$ cat config.mk
export PLATFORM = sky130hd
export DESIGN_NAME = hid_input_report_length_parser
export DESIGN_NICKNAME = d
export VERILOG_FILES = /design/src/hdl/hidrl_pkg.sv /design/src/hdl/hid_input_report_length_parser.sv /design/src/hdl/hidrl_parse.sv /design/src/hdl/hidrl_finish.sv
export SDC_FILE = /design/constraint.sdc
export NUM_CORES = 2
export LEC_CHECK = 0
export ABC_CLOCK_PERIOD_IN_PS = 11800
export BUFFER_PORTS_ARGS = -buffer_cell sky130_fd_sc_hd__buf_2
export CAP_MARGIN = 25
export CORE_ASPECT_RATIO = 1.25
export CORE_UTILIZATION = 35
export CTS_CLUSTER_SIZE = 14
export DETAILED_ROUTE_END_ITERATION = 8
export PLACE_DENSITY = 0.6
export SLEW_MARGIN = 40
export SYNTH_ARGS = -nofsm -noshare
export SYNTH_HDL_FRONTEND = slang
export SYNTH_SLANG_ARGS = --single-unit
$ cat constraint.sdc
create_clock -name clk_i -period 11.8 [get_ports clk_i]
set_input_delay 0.59 -clock clk_i [delete_from_list [all_inputs] [get_ports clk_i]]
set_output_delay 0.59 -clock clk_i [all_outputs]
set_load 0.005 [all_outputs]
$ cat src/hdl/hidrl_pkg.sv
`default_nettype none

package hidrl_pkg;

  // Parser position inside the item stream
  typedef enum logic [1:0] {
    PH_PREFIX    = 2'd0,
    PH_SHORT     = 2'd1,
    PH_LONG_SIZE = 2'd2,
    PH_LONG_SKIP = 2'd3
  } phase_e;

  localparam logic [7:0]  LONG_PREFIX      = 8'hFE;
  localparam logic [1:0]  SIZE_NONE        = 2'd0;
  localparam logic [1:0]  SIZE_FOUR        = 2'd3;
  localparam logic [1:0]  TYPE_MAIN        = 2'd0;
  localparam logic [1:0]  TYPE_GLOBAL      = 2'd1;
  localparam logic [3:0]  TAG_INPUT        = 4'h8;
  localparam logic [3:0]  TAG_REPORT_SIZE  = 4'h7;
  localparam logic [3:0]  TAG_REPORT_ID    = 4'h8;
  localparam logic [3:0]  TAG_REPORT_COUNT = 4'h9;
  localparam logic [29:0] LEN_MAX          = 30'h3FFF_FFFF;
  localparam logic [29:0] DEFAULT_LEN      = 30'd8;

  // Snapshot handed from the parser to the finish stage on the last beat
  typedef struct packed {
    logic        valid;
    logic        id_used;
    logic [29:0] max_len;
  } fin_t;

  // Close a report: round bits up to bytes, add the ID byte, fold into the max
  function automatic logic [29:0] close_max(input logic [63:0] bits,
                                            input logic        id_used,
                                            input logic [29:0] cur_max);
    logic [61:0] len;
    logic [29:0] len_sat;
    logic [29:0] res;
    len     = 62'(bits[63:3]) + 62'(|bits[2:0]) + 62'(id_used);
    len_sat = (len > 62'(LEN_MAX)) ? LEN_MAX : len[29:0];
    res     = cur_max;
    if ((bits != 64'd0) && (len_sat > cur_max)) begin
      res = len_sat;
    end
    return res;
  endfunction

endpackage

`default_nettype wire

$ cat src/hdl/hid_input_report_length_parser.sv
// Longest input report length from a HID report descriptor.
// Input channel: one descriptor byte per beat on desc_byte_i with last_byte_i
// marking the final byte; a beat moves when in_valid_i is high and in_stall_o
// is low. Output channel: one report_bytes_o beat per descriptor, moving when
// out_valid_o is high and out_stall_i is low.
// Throughput: one byte per cycle while no last byte waits; a byte is decoded
// in a single pass, and size * count is kept in a register so an Input item
// only needs one add. A result passes the input register, item decode into
// the finish snapshot, close and output register.
// A new descriptor may start right behind the last byte of the previous one.
// While the output is stalled, ordinary bytes are still taken; one result
// waits in the output register and one more in the finish snapshot. A last
// byte that finds both full waits, and in_stall_o rises once that byte sits
// in the input register.
// Reset clears the parser, the stored globals and both handshakes; no
// result is pending after reset.
`default_nettype none

module hid_input_report_length_parser #(
  parameter int ACC_WIDTH = 32
) (
  input  wire logic        clk_i,
  input  wire logic        rst_ni,
  input  wire logic        in_valid_i,
  output logic             in_stall_o,
  input  wire logic [7:0]  desc_byte_i,
  input  wire logic        last_byte_i,
  output logic             out_valid_o,
  input  wire logic        out_stall_i,
  output logic [29:0]      report_bytes_o
);

  hidrl_pkg::fin_t      fin;
  logic [ACC_WIDTH-1:0] fin_bits;
  logic                 fin_take;

  hidrl_parse #(
    .ACC_WIDTH (ACC_WIDTH)
  ) u_parse (
    .clk_i       (clk_i),
    .rst_ni      (rst_ni),
    .in_valid_i  (in_valid_i),
    .desc_byte_i (desc_byte_i),
    .last_byte_i (last_byte_i),
    .in_stall_o  (in_stall_o),
    .fin_take_i  (fin_take),
    .fin_o       (fin),
    .fin_bits_o  (fin_bits)
  );

  hidrl_finish #(
    .ACC_WIDTH (ACC_WIDTH)
  ) u_finish (
    .clk_i          (clk_i),
    .rst_ni         (rst_ni),
    .fin_i          (fin),
    .fin_bits_i     (fin_bits),
    .fin_take_o     (fin_take),
    .out_valid_o    (out_valid_o),
    .out_stall_i    (out_stall_i),
    .report_bytes_o (report_bytes_o)
  );

endmodule

`default_nettype wire

$ cat src/hdl/hidrl_parse.sv
`default_nettype none

module hidrl_parse #(
  parameter int ACC_WIDTH = 32
) (
  input  wire logic                 clk_i,
  input  wire logic                 rst_ni,
  input  wire logic                 in_valid_i,
  input  wire logic [7:0]           desc_byte_i,
  input  wire logic                 last_byte_i,
  output logic                      in_stall_o,
  input  wire logic                 fin_take_i,
  output hidrl_pkg::fin_t           fin_o,
  output logic [ACC_WIDTH-1:0]      fin_bits_o
);

  // Input register
  logic       in_valid_q;
  logic [7:0] in_byte_q;
  logic       in_last_q;

  // Parser state
  hidrl_pkg::phase_e    phase_q, phase_d;
  logic [8:0]           bl_q, bl_d;
  logic [7:0]           hdr_q, hdr_d;
  logic [31:0]          val_q, val_d;
  logic [1:0]           idx_q, idx_d;
  logic [31:0]          size_q, size_d;
  logic [31:0]          count_q, count_d;
  logic                 ids_q, ids_d;
  logic                 idnz_q, idnz_d;
  logic [ACC_WIDTH-1:0] bt_q, bt_d;
  logic [29:0]          max_q, max_d;
  logic [ACC_WIDTH-1:0] prod_q, prod_d;

  // Finish snapshot
  logic                 fin_valid_q;
  logic                 fin_id_q;
  logic [29:0]          fin_max_q;
  logic [ACC_WIDTH-1:0] fin_bits_q;

  logic        fin_ready;
  logic        parse_fire;
  logic        in_ready;
  logic        run;
  logic [7:0]  run_hdr;
  logic [31:0] run_val;
  logic [31:0] val_new;
  logic        is_size;
  logic        is_count;
  logic        is_id;
  logic        is_input;
  logic [63:0] prod_full;
  logic        prod_sat;
  logic [ACC_WIDTH:0] sum;

  assign fin_ready  = !fin_valid_q || fin_take_i;
  assign parse_fire = in_valid_q && (!in_last_q || fin_ready);
  assign in_ready   = !in_valid_q || parse_fire;
  assign in_stall_o = !in_ready;

  // Item framing
  always_comb begin
    phase_d = phase_q;
    bl_d    = bl_q;
    hdr_d   = hdr_q;
    val_d   = val_q;
    idx_d   = idx_q;
    run     = 1'b0;
    run_hdr = hdr_q;
    val_new = val_q | (32'(in_byte_q) << {idx_q, 3'b000});
    run_val = val_new;
    unique case (phase_q)
      hidrl_pkg::PH_PREFIX: begin
        if (in_byte_q == hidrl_pkg::LONG_PREFIX) begin
          phase_d = hidrl_pkg::PH_LONG_SIZE;
        end else begin
          hdr_d   = in_byte_q;
          val_d   = '0;
          idx_d   = '0;
          run_hdr = in_byte_q;
          run_val = '0;
          if (in_byte_q[1:0] == hidrl_pkg::SIZE_NONE) begin
            run = 1'b1;
          end else begin
            bl_d    = (in_byte_q[1:0] == hidrl_pkg::SIZE_FOUR) ? 9'd4 : 9'(in_byte_q[1:0]);
            phase_d = hidrl_pkg::PH_SHORT;
          end
        end
      end
      hidrl_pkg::PH_SHORT: begin
        val_d = val_new;
        idx_d = idx_q + 2'd1;
        if (bl_q <= 9'd1) begin
          bl_d    = '0;
          phase_d = hidrl_pkg::PH_PREFIX;
          run     = 1'b1;
        end else begin
          bl_d = bl_q - 9'd1;
        end
      end
      hidrl_pkg::PH_LONG_SIZE: begin
        bl_d    = 9'(in_byte_q) + 9'd1;
        phase_d = hidrl_pkg::PH_LONG_SKIP;
      end
      hidrl_pkg::PH_LONG_SKIP: begin
        if (bl_q <= 9'd1) begin
          bl_d    = '0;
          phase_d = hidrl_pkg::PH_PREFIX;
        end else begin
          bl_d = bl_q - 9'd1;
        end
      end
      default: phase_d = hidrl_pkg::PH_PREFIX;
    endcase
  end

  // Item execution
  assign is_size  = run && (run_hdr[3:2] == hidrl_pkg::TYPE_GLOBAL)
                        && (run_hdr[7:4] == hidrl_pkg::TAG_REPORT_SIZE);
  assign is_count = run && (run_hdr[3:2] == hidrl_pkg::TYPE_GLOBAL)
                        && (run_hdr[7:4] == hidrl_pkg::TAG_REPORT_COUNT);
  assign is_id    = run && (run_hdr[3:2] == hidrl_pkg::TYPE_GLOBAL)
                        && (run_hdr[7:4] == hidrl_pkg::TAG_REPORT_ID);
  assign is_input = run && (run_hdr[3:2] == hidrl_pkg::TYPE_MAIN)
                        && (run_hdr[7:4] == hidrl_pkg::TAG_INPUT);

  assign size_d  = is_size  ? run_val : size_q;
  assign count_d = is_count ? run_val : count_q;

  // Keep size * count ready for the next Input item
  assign prod_full = size_d * count_d;
  assign prod_sat  = (({1'b0, prod_full} >> ACC_WIDTH) != 65'd0);
  assign prod_d    = prod_sat ? '1 : prod_full[ACC_WIDTH-1:0];

  assign sum = {1'b0, bt_q} + {1'b0, prod_q};

  always_comb begin
    bt_d   = bt_q;
    max_d  = max_q;
    ids_d  = ids_q;
    idnz_d = idnz_q;
    if (is_id) begin
      max_d  = hidrl_pkg::close_max(64'(bt_q), ids_q || idnz_q, max_q);
      ids_d  = 1'b1;
      idnz_d = (run_val != 32'd0);
      bt_d   = '0;
    end else if (is_input) begin
      bt_d = sum[ACC_WIDTH] ? '1 : sum[ACC_WIDTH-1:0];
    end
  end

  always_ff @(posedge clk_i or negedge rst_ni) begin
    if (!rst_ni) begin
      in_valid_q  <= 1'b0;
      fin_valid_q <= 1'b0;
      phase_q     <= hidrl_pkg::PH_PREFIX;
      bl_q        <= '0;
      hdr_q       <= '0;
      val_q       <= '0;
      idx_q       <= '0;
      size_q      <= '0;
      count_q     <= '0;
      ids_q       <= 1'b0;
      idnz_q      <= 1'b0;
      bt_q        <= '0;
      max_q       <= '0;
      prod_q      <= '0;
    end else begin
      if (in_ready) begin
        in_valid_q <= in_valid_i;
      end
      if (fin_take_i) begin
        fin_valid_q <= 1'b0;
      end
      if (parse_fire) begin
        if (in_last_q) begin
          // Hand off the snapshot, then start the next descriptor clean
          fin_valid_q <= 1'b1;
          phase_q     <= hidrl_pkg::PH_PREFIX;
          bl_q        <= '0;
          hdr_q       <= '0;
          val_q       <= '0;
          idx_q       <= '0;
          size_q      <= '0;
          count_q     <= '0;
          ids_q       <= 1'b0;
          idnz_q      <= 1'b0;
          bt_q        <= '0;
          max_q       <= '0;
          prod_q      <= '0;
        end else begin
          phase_q <= phase_d;
          bl_q    <= bl_d;
          hdr_q   <= hdr_d;
          val_q   <= val_d;
          idx_q   <= idx_d;
          size_q  <= size_d;
          count_q <= count_d;
          ids_q   <= ids_d;
          idnz_q  <= idnz_d;
          bt_q    <= bt_d;
          max_q   <= max_d;
          prod_q  <= prod_d;
        end
      end
    end
  end

  always_ff @(posedge clk_i) begin
    if (in_valid_i && in_ready) begin
      in_byte_q <= desc_byte_i;
      in_last_q <= last_byte_i;
    end
    if (parse_fire && in_last_q) begin
      fin_id_q   <= ids_d || idnz_d;
      fin_max_q  <= max_d;
      fin_bits_q <= bt_d;
    end
  end

  assign fin_o.valid   = fin_valid_q;
  assign fin_o.id_used = fin_id_q;
  assign fin_o.max_len = fin_max_q;
  assign fin_bits_o    = fin_bits_q;

`ifndef SYNTHESIS
  a_fin_hold: assert property (@(posedge clk_i) disable iff (!rst_ni)
    fin_valid_q && !fin_take_i |=> fin_valid_q)
    else $error("finish snapshot dropped before it was taken");

  a_short_count: assert property (@(posedge clk_i) disable iff (!rst_ni)
    (phase_q == hidrl_pkg::PH_SHORT) |-> (bl_q != 9'd0) && (bl_q <= 9'd4))
    else $error("short item byte count out of range");

  a_last_clears: assert property (@(posedge clk_i) disable iff (!rst_ni)
    parse_fire && in_last_q |=> (phase_q == hidrl_pkg::PH_PREFIX) && (bt_q == '0)
                                && (max_q == '0) && !ids_q)
    else $error("parser state not cleared after last beat");
`endif

endmodule

`default_nettype wire

$ cat src/hdl/hidrl_finish.sv
`default_nettype none

module hidrl_finish #(
  parameter int ACC_WIDTH = 32
) (
  input  wire logic                 clk_i,
  input  wire logic                 rst_ni,
  input  wire hidrl_pkg::fin_t      fin_i,
  input  wire logic [ACC_WIDTH-1:0] fin_bits_i,
  output logic                      fin_take_o,
  output logic                      out_valid_o,
  input  wire logic                 out_stall_i,
  output logic [29:0]               report_bytes_o
);

  logic        out_valid_q;
  logic [29:0] report_q;
  logic        out_ready;
  logic [29:0] close_len;
  logic [29:0] report_d;

  assign out_ready  = !out_valid_q || !out_stall_i;
  assign fin_take_o = fin_i.valid && out_ready;

  // Close the open report, then fall back to the default when nothing counted
  assign close_len = hidrl_pkg::close_max(64'(fin_bits_i), fin_i.id_used, fin_i.max_len);
  assign report_d  = (close_len == 30'd0) ? hidrl_pkg::DEFAULT_LEN : close_len;

  always_ff @(posedge clk_i or negedge rst_ni) begin
    if (!rst_ni) begin
      out_valid_q <= 1'b0;
    end else if (out_ready) begin
      out_valid_q <= fin_i.valid;
    end
  end

  always_ff @(posedge clk_i) begin
    if (fin_take_o) begin
      report_q <= report_d;
    end
  end

  assign out_valid_o    = out_valid_q;
  assign report_bytes_o = report_q;

`ifndef SYNTHESIS
  a_take_shows: assert property (@(posedge clk_i) disable iff (!rst_ni)
    fin_take_o |=> out_valid_q)
    else $error("taken snapshot did not reach the output");

  a_nonzero: assert property (@(posedge clk_i) disable iff (!rst_ni)
    out_valid_q |-> (report_q != 30'd0))
    else $error("zero report length presented");

  a_stall_hold: assert property (@(posedge clk_i) disable iff (!rst_ni)
    out_valid_q && out_stall_i |=> out_valid_q && $stable(report_q))
    else $error("stalled result changed before it was taken");
`endif

endmodule

`default_nettype wire

==> flow_summary_export.csv <==
group,metric,value,unit
die,dieArea,154000,um^2
timing,rsz0062_at_grt,"no",
cts,cts_buffer_depth,3,
synthesis,yosys-top-cells-count,"897 x fa_1, 842 x inv_1, 808 x nor2_1",
pwr,p_sw_share,30.0,%
cts,cts_hold_buf,0,
placement,port_buffers,44,
cts,cts_tree,"yes",
final_layout,post-route-util,38.2,%
pwr,p_int,2080,uW
synthesis,synthMuxAreaShare,3.19,%
synthesis,synth_xor_area_share,2.46,%
run,drv_cap,0,
pwr,switching_power,891,uW
critical_path,critical_path_arrival,11.86,ns
critical_path,critPathLaunchType,"flip-flop",
synthesis,syn-num-nets,7298,
drt,first_pass_iters,6,
pwr,power,2970,uW
synthesis,synth.ff_latch_count,316,
die,initial_core_util,35.4,%
pwr,p_comb_share,15.9,%
cts,clkTransAtPathRegs,0.06,ns
final_layout,drive_gt1_share,7.66,%
pwr,vdd_drop_max,0.0000909,V
final_layout,finalNetCount,7167,
die,die-width,351,um
synthesis,synth_top_area_share,33.7,%
synthesis,synth_compound_area_share,11.4,%
die,core_area,151000,um^2
drt,route.detailed.vias_per_inst,5.51,
timing,timing.fmax,0.0875,GHz
timing,slew_violations,0,
placement,dp_hpwl,150,mm
grt,grt_overflow,0,
synthesis,netlist_instances,6019,
final_layout,areaGrowthSynthToFinish,7.93,%
critical_path,ff2ff_setup_slack,0.37,ns
outcome,outcome,"finished with violations",
timing,fin_ws,0.369,ns
timing,worst_hold_slack,-0.00798,ns
synthesis,ys_types,105,
critical_path,cp_slowest_stage_delay,0.68,ns
pwr,p_leak,0.0233,uW
pwr,p_seq_share,41.5,%
min_path,hp-class,"in2async",
placement,place_ws,-0.0250,ns
critical_path,crit_slowest_cell,"mux2_2",
synthesis,synth.most_common_cell,"fa_1",
grt,grt_pass1_vias,45700,
synthesis,synthFlopType,"dfrtp_1",
cts,clock_latency,0.59,ns
synthesis,synthSimpleGateAreaFrac,16.3,%
timing,slew_headroom,28.5,%
drt,dr.first_iter.drc_count,3291,
timing,finalCritPeriodShare,96.9,%
cts,cts-root-buf,"clkbuf_16",
critical_path,crit_type,"reg2reg",
cts,cts_sinks,316,
synthesis,synth.area.top_cells,"fa_1 34%, dfrtp_1 10%, ha_1 8.7%",
outcome,violations,"negative hold slack",
grt,grt_use_total,24.2,%
drt,drtAntennaViolNets,0,
timing,tightest_slew,1.06,ns
synthesis,synth_top_family_by_area,"adder cells",
critical_path,cp_max_fo,64,
synthesis,synth_edf_count,102,
drt,wirelength,184,mm
grt,antenna_found_initial,4,
cts,cts_setup_buffers,0,
die,ioPinCount,45,
grt,grt_first_pass_wirelength,280,mm
critical_path,path_common_cell,"fa_1",
timing,fin_skew,0.0215,ns
synthesis,synth_fa_ha_area_share,42.3,%
timing,finalCriticalPeriod,11.43,ns
drt,routedWlPerCell,23.2,um
pwr,power_frac_clock,42.5,%
grt,grt_max_degree,82,
timing,hold_viol_final,3,
synthesis,async_flop_share,67.7,%
die,num_rows,159,
final_layout,diodes,0,
cts,htreeDepth,2,
placement,finalWeightedCongestion,0.952,
timing,finalSetupTns,0,ns
synthesis,post-synth-top-area-cell,"fa_1",
die,die_h,439,um
pwr,cellPowerDensity,51.6,nW/um^2
critical_path,cp-end-kind,"flip-flop",
critical_path,crit_required,12.23,ns
drt,vias,43700,
timing,finalSetupViolCount,0,
cts,cts_buffers,40,
synthesis,yosysSeqAreaShare,15.8,%
synthesis,avgSynthCellArea,8.86,um^2
synthesis,synth_area,53400,um^2
synthesis,synth-warning-count,0,
drt,drc_errors,0,
-- power groups by stage --
stage               Clock (uW)  Sequential, uW  Combinational (uW)
floorplan                    0            1230                 321
global placement             0            1250                 460
detailed placement           0            1250                 467
CTS                       1290            1230                 468
global route              1320            1240                 517
finish                    1260            1230                 473
-- timing repair --
item	4_1_cts	5_1_grt
pin swaps	0	2
endpoints found under the setup margin	29	32
gates resized for setup	1	31
gates cloned	0	0
-- layer usage --
layer | vias up | share of wire (%) | GRT usage (%)
met2 | 1511 | 51 | 43.2
met5 | - | 0.0087 | 0
met1 | 22400 | 36 | 26.8
met3 | 489 | 4.7 | 2.51
li1 | 19300 | - | -
met4 | 2 | 8.6 | 16.8
-- worst paths after layout --
path                                          from                    to  depth (start not counted)
worst max register to register  u_parse.phase_q[1]    u_parse.prod_q[12]                         34
worst max-delay path            u_parse.phase_q[1]    u_parse.prod_q[12]                         34
min in group clk_i                  desc_byte_i[4]  u_parse.in_byte_q[4]                          1
worst min register to register       u_parse.ids_q         u_parse.ids_q                          2
max in group asynchronous                   rst_ni    u_parse.size_q[28]                          2
worst min-delay path                        rst_ni    u_parse.in_valid_q                          1
-- area by class of cell --
class,count,area (um^2)
clock buffers,54,1100
well taps,2012,2520
clock inverters,17,199
fillers,15300,93200
inverters,842,3160
repair buffers,175,1330
multi-input cells,4513,40900
flip-flops and latches,316,8420
-- cell families (layout without fill, tap and decap cells) --
| kind of cell | after synthesis | in the layout |
|---|---|---|
| buffers and inverters | 1190 | 1088 |
| and+or+nand+nor | 1991 | 1991 |
| AOI/OAI and AO/OA | 948 | 948 |
| muxes | 159 | 159 |
| xor gates and xnor gates | 148 | 148 |
| DFF | 316 | 316 |
| adders and majority gates | 1267 | 1267 |
-- flip-flops by register name, summed over array words and instances (netlist names), 6 cells and up --
name,cells
u_parse.bl_q,9
u_parse.bt_q,32
u_parse.val_q,32
u_parse.count_q,32
u_parse.fin_bits_o,32
u_parse.in_byte_q,8
u_parse.size_q,32
u_parse.prod_q,32
u_parse.fin_max_q,30
u_parse.max_q,30
u_finish.report_bytes_o,30
u_parse.hdr_q,6
-- metrics by stage --
step	area (um^2)	instances
floorplan	53400	6019
global placement	56000	7857
detailed placement	56100	7858
CTS	57400	7929
global route	57600	7929
finish	57600	7929
-- cells in the final DEF (no fill, tap or decap), drive strengths merged, types with 24 or more instances in the layout --
| cell | n |
|---|---|
| a31oi | 26 |
| and2 | 26 |
| xor2 | 47 |
| dfrtp | 214 |
| a21o | 48 |
| nand2b | 32 |
| ha | 369 |
| o211ai | 24 |
| buf | 175 |
| a21oi | 269 |
| edfxtp | 102 |
| and3 | 28 |
| clkbuf | 54 |
| a41oi | 35 |
| o21ai | 264 |
| nor2 | 810 |
| nand4 | 70 |
| nand2 | 717 |
| nor3 | 67 |
| nand3 | 67 |
| inv | 843 |
| a22oi | 31 |
| mux2i | 69 |
| mux2 | 90 |
| fa | 897 |
| nor4 | 52 |
| xnor2 | 101 |
| a22o | 47 |
-- worst max-delay path: cells and delay by family, from the launching register on --
kind / cells / cell delay (ns)
AO/OA/AOI/OAI: 7 / 1.67
XOR/XNOR: 1 / 0.23
adder cells (fa/ha/maj): 9 / 4.45
buffers and inverters: 8 / 1.04
flip-flops: 1 / 0.53
multiplexers: 1 / 0.68
AND/OR/NAND/NOR: 8 / 2.60
Note: power is estimated with default switching activity, not from simulation.
